`config.mk`:
```
export PLATFORM = sky130hd
export DESIGN_NAME = fbc_rank
export DESIGN_NICKNAME = d
export VERILOG_FILES = /design/src/design/flow_byte_counter_top_n_core_defines.svh /design/src/design/fbc_pkg.sv /design/src/design/fbc_rank.sv
export SDC_FILE = /design/constraint.sdc
export NUM_CORES = 1
export LEC_CHECK = 0
export BUFFER_PORTS_ARGS = -buffer_cell sky130_fd_sc_hd__buf_2
export CAP_MARGIN = 40
export CORE_MARGIN = 4
export CORE_UTILIZATION = 46
export DETAILED_ROUTE_END_ITERATION = 10
export PLACE_DENSITY = 0.94
export SYNTH_ARGS = -nofsm -noshare
export SYNTH_HDL_FRONTEND = slang
export SYNTH_SLANG_ARGS = --single-unit
```
`constraint.sdc`:
```
create_clock -name vclk -period 2.9
set_input_delay 0.435 -clock vclk [all_inputs]
set_output_delay 0.435 -clock vclk [all_outputs]
set_load 0.1 [all_outputs]
```
`src/design/flow_byte_counter_top_n_core_defines.svh`:
```
// Assertion macros for the flow byte counter.
`ifndef FLOW_BYTE_COUNTER_TOP_N_CORE_DEFINES_SVH
`define FLOW_BYTE_COUNTER_TOP_N_CORE_DEFINES_SVH

// Clocked check, held off while in reset.
`define FBC_ASSERT(lbl, prop, msg) \
    lbl: assert property (@(posedge aclk) disable iff (!aresetn) prop) else $error(msg);

// Clocked check that also holds during reset.
`define FBC_ASSERT_ALWAYS(lbl, prop, msg) \
    lbl: assert property (@(posedge aclk) prop) else $error(msg);

`endif

```
`src/design/fbc_pkg.sv`:
```
// Shared constants and types of the flow byte counter.
`default_nettype none
package fbc_pkg;
    localparam int TABLE_DEPTH = 256;
    localparam int MAX_REPORT  = 16;
    localparam int IDX_W       = $clog2(TABLE_DEPTH);
    localparam int CNT_W       = $clog2(TABLE_DEPTH + 1);
    localparam int KEY_W       = 64;
    localparam int TOTAL_W     = 64;

    typedef enum logic [1:0] {
        ST_IDLE,
        ST_SCAN,
        ST_WRITE,
        ST_EMIT
    } state_t;

    localparam logic KIND_RECORD = 1'b0;
    localparam logic KIND_REPORT = 1'b1;

    // Rank of the result handed out last; the next one must sort after it.
    typedef struct packed {
        logic                 first;
        logic [TOTAL_W-1:0]   total;
        logic [IDX_W-1:0]     idx;
    } rank_prev_t;
endpackage
`default_nettype wire

```
`src/design/fbc_rank.sv`:
```
// Ranking step of the top-N selection: does a candidate slot replace the best so far.
`default_nettype none
module fbc_rank (
    input  wire fbc_pkg::rank_prev_t              prev,
    input  wire logic                             found,
    input  wire logic [fbc_pkg::TOTAL_W-1:0]      best_total,
    input  wire logic [fbc_pkg::IDX_W-1:0]        cand_idx,
    input  wire logic [fbc_pkg::TOTAL_W-1:0]      cand_total,
    output logic                                  take
);
    logic eligible;

    // order is total descending, then slot ascending
    always_comb begin
        eligible = prev.first || (cand_total < prev.total) ||
                   ((cand_total == prev.total) && (cand_idx > prev.idx));
        // slots arrive in ascending order, so strict > keeps the lower slot on a tie
        take = eligible && (!found || (cand_total > best_total));
    end
endmodule
`default_nettype wire

```
=== After elaboration in Yosys (flattened, before gate mapping) ===
Cells that the tools add are included.

* Flip-flop bits (word level): 0
* Bits of input ports: 210
* Logic and storage cells: 10
* Output and inout port bits: 1

* Reduce and logical (&&, ||, !) cells: 6
* Equal/unequal tests: 1
* Order comparisons: 3

{| class="wikitable"
|+ Operators with widths
! cell !! count
|-
| equality test 64 bit || 1
|-
| greater-than comparator 64 bit || 1
|-
| < comparator 64 bit || 1
|-
| greater-than comparator 8 bit || 1
|-
| logical OR 1 bit || 3
|-
| logical AND 1 bit || 2
|-
| zero test 1 bit || 1
|}

=== Depth between registers and ports, before layout ===
* Word-level depth: 4
* Gate-level depth with buffers: 9
* Depth with buffers taken out: 9

=== Least setup slack after synthesis ===
No wires, ideal clock.

* Path type: input to output
* Start: input prev[63] in the netlist's numbering
* End: output take
* Buffers on the path: 0
* Required time: 2465 ps
* Stages: 8
* Slack: -968 ps
* Arrival: 3433 ps
* Cells stage by stage: inv_1 -> ha_1 -> nand2_1 -> or4_4 -> nor4_4 -> nand2_1 -> o41a_1 -> a211oi_2

* Longest elaborated chain between the ends: 4
* Elaborated cells between the ends (all ways): 6
* Those cells by class: order compare: 1; eq/ne: 1; reduce/logical: 4

{| class="wikitable"
|+ RTL lines
! element !! RTL line !! source
|-
| start, declared || fbc_rank.sv:4 || <nowiki>input wire fbc_pkg::rank_prev_t prev,</nowiki>
|-
| < comparator 64 bit / equality test 64 bit (equally long branches) || fbc_rank.sv:15, fbc_rank.sv:16 ||
|-
| logical OR 1 bit / logical AND 1 bit (equally long branches) || fbc_rank.sv:15, fbc_rank.sv:16 ||
|-
| logical OR 1 bit * || fbc_rank.sv:15 || <nowiki>eligible = prev.first || (cand_total < prev.total) ||</nowiki>
|-
| logical AND 1 bit * || fbc_rank.sv:18 || <nowiki>take = eligible && (!found || (cand_total > best_total));</nowiki>
|-
| end, declared || fbc_rank.sv:9 || <nowiki>output logic take</nowiki>
|}

Every way passes the cells marked *; elsewhere a longest branch is shown, timed or not.

=== Worst setup path in the final report ===
* Start: input cand_total[59] in the netlist's numbering
* End: output take

* Longest elaborated chain between the ends: 4
* Elaborated cells between the ends (all ways): 8
* Those cells by class: order compare: 2; eq/ne: 1; reduce/logical: 5

{| class="wikitable"
|+ RTL lines
! element !! RTL line !! source
|-
| start, declared || fbc_rank.sv:8 || <nowiki>input wire logic [fbc_pkg::TOTAL_W-1:0] cand_total,</nowiki>
|-
| < comparator 64 bit / equality test 64 bit (equally long branches) || fbc_rank.sv:15, fbc_rank.sv:16 ||
|-
| logical OR 1 bit / logical AND 1 bit (equally long branches) || fbc_rank.sv:15, fbc_rank.sv:16 ||
|-
| logical OR 1 bit || fbc_rank.sv:15 ||
|-
| logical AND 1 bit * || fbc_rank.sv:18 ||
|}

Marks and branches as above.

==> flow_metrics.env <==
export IMPL_synth_cells=490
export IMPL_portBuffers=211
export IMPL_grt_pass1_vias=4503
export IMPL_startpoint="cand_total[59]"
export IMPL_worst_pin_slew_ns=0.3846
export IMPL_globalplace_congestion=0.8431
export IMPL_required_ns=2.47
export IMPL_die_w_um=94.58
export IMPL_fin_crit_ns=3.016
export IMPL_pwr_share_clk_pct=0
export IMPL_antenna_found_initial=0
export IMPL_dieArea_sq_um=8945
export IMPL_p_int_uw=371.6
export IMPL_path_cells="buf_2, ha_1, nand4_1, or4_4, nor4_4, nand2_1, o41a_1, a211oi_4, buf_12"
export IMPL_combPwrFrac_pct=100.0
export IMPL_ys_seq_area_share_pct=0
export IMPL_grt_use_total_pct=23.68
export IMPL_yosys_area_share_simple_pct=16.69
export IMPL_synth_top_family_by_area="adder cells"
export IMPL_register_area_sq_um=0
export IMPL_hold_path_class="input port to output port"
export IMPL_drive_above_1_share_pct=40.00
export IMPL_crit_path_end_kind="output port"
export IMPL_dp_hpwl_mm=10.69
export IMPL_max_stage_delay_ns=0.46
export IMPL_slew_headroom_pct=74.01
export IMPL_cellLeakagePower_uw=0.003204
export IMPL_arrival_ns=2.58
export IMPL_wl_per_cell_um=14.06
export IMPL_die_h_um=94.58
export IMPL_synth_compound_gate_area_share_pct=18.72
export IMPL_irDropWorstVdd_v=0.00007397
export IMPL_rsz0062_at_grt="true"
export IMPL_violations="setup timing"
export IMPL_cp_max_fo=2
export IMPL_overflow=0
export IMPL_yosys_top_cells_count="inv_1, ha_1, a21oi_1"
export IMPL_first_pass_iters=4
export IMPL_period_share_pct=104.0
export IMPL_num_rows=31
export IMPL_critPathLaunchType="input port"
export IMPL_synth_xor_area_share_pct=0
export IMPL_dpl_cell_area_sq_um=4975
export IMPL_netSwitchingPower_uw=357.3
export IMPL_pwr_share_seq_pct=0
export IMPL_pwr_density_cell_nw_per_um2=137.1
export IMPL_synth_top_area_share_pct=49.35
export IMPL_grt_max_degree=4
export IMPL_drv_cap=0
export IMPL_core_area_sq_um=7253
export IMPL_stdcell_area_sq_um=5315
export IMPL_flops_and_latches=0
export IMPL_yosysTopAreaCell="ha_1"
export IMPL_max_freq_ghz=0.3315
export IMPL_worstSetupPathType="input port to output port"
export IMPL_synthMuxAreaShare_pct=0
export IMPL_diodes=0
export IMPL_synth_most_common_cell="inv_1"
export IMPL_min_delay_path_depth=5
export IMPL_cts_hold_buf=0
export IMPL_start_util_pct=47.54
export IMPL_synth_area_sq_um=3448
export IMPL_vias=4359
export IMPL_drt_iter0_drc=76
export IMPL_yosysWarnings=0
export IMPL_ys_top_cells_by_area="ha_1, inv_1, a21oi_1"
export IMPL_ant_nets=0
export IMPL_routed_wl_mm=11.73
export IMPL_synth_fa_ha_area_share_pct=49.35
export IMPL_hold_start="prev[72]"
export IMPL_clock_buffers=0
export IMPL_postSynthAreaPerCell_sq_um=7.037
export IMPL_syn_num_nets=836
export IMPL_hold_viol=0
export IMPL_viasPerCell=5.227
export IMPL_switching_share_pct=49.02
export IMPL_num_io_pins=211
export IMPL_drv_slew=0
export IMPL_fin_hold_ws_ns=1.438
export IMPL_grt_pass1_wl_mm=17.80
export IMPL_syn_to_final_growth_pct=54.14
export IMPL_yosysUniqueCellTypes=35
export IMPL_post_place_ws_ns=-0.3378
export IMPL_setup_violations=1
export IMPL_status="finished with violations"
export IMPL_cpMaxStageDelayCell="or4_4"
export IMPL_drc_errors=0
export IMPL_worst_slack_ns=-0.1165
export IMPL_fin_nets=1083
## power groups by stage
stage / Combinational [uW] / Sequential (uW) / Clock, uW
floorplan: 356 / 0 / 0
global placement: 631 / 0 / 0
detailed placement: 672 / 0 / 0
CTS: 692 / 0 / 0
global route: 823 / 0 / 0
finish: 729 / 0 / 0
## layout make-up
cell class                      instances  area (sq um)
Multi-Input combinational cell        350          3227
Fill cell                             539          1938
Timing Repair Buffer                  245          1424
Inverter                              140         540.5
Tap cell                               99         123.9
## placed cells by master (no fill, tap or decap), types with 3 or more instances in the layout
cell and count:
a211oi_1 4, a21o_1 7, a21oi_1 58, and4_1 3
buf_2 192, buf_4 38, buf_6 14, ha_1 116
ha_4 20, inv_1 123, inv_2 13, inv_4 3
nand2_1 32, nand3_1 17, nand4_1 21, nor2_1 9
nor2b_1 3, nor3_1 5, nor4_2 3, o211ai_1 4
o21a_1 3, o21ai_0 15
## through the flow
step	utilization (%)	TNS [ns]	std cells	total power (uW)
after CTS	70.23	-0.1267	833	691.6
after detailed placement	68.59	-0.3378	832	672.4
final	73.28	-0.1165	834	728.8
after floorplan	-	-0.2753	490	355.9
after global placement	68.59	-0.1474	832	630.7
after global routing	73.28	-0.2426	834	823.1
## layer usage
layer	track usage (%)	vias up	share of wire (%)
met2	50.18	174	54
met4	3.966	0	2.3
met3	2.072	26	7.3
li1	-	2195	-
met5	0	-	0
met1	24.95	1964	37
## logic make-up after synthesis
family / count (synthesis)
simple gates: 106
compound gates: 108
buf+inv: 140
fa+ha+maj: 136
## worst max-delay path: cells and delay by family
kind                     cells  cell delay (ns)
AO/OA/AOI/OAI                2             0.62
adder cells (fa/ha/maj)      1             0.30
buffers and inverters        2             0.34
AND/OR/NAND/NOR              4             0.88
## worst paths after layout
kind	endpoint	slack [ns]
min	take	1.44
max	take	-0.12
## timing repair
item	CTS	global route
gates resized for setup	21	41
endpoints found under the hold margin	0	0
pin swaps	9	17
setup endpoints to repair	1	1
setup buffers	1	1
No activity file was read; power rests on OpenSTA's default activity.
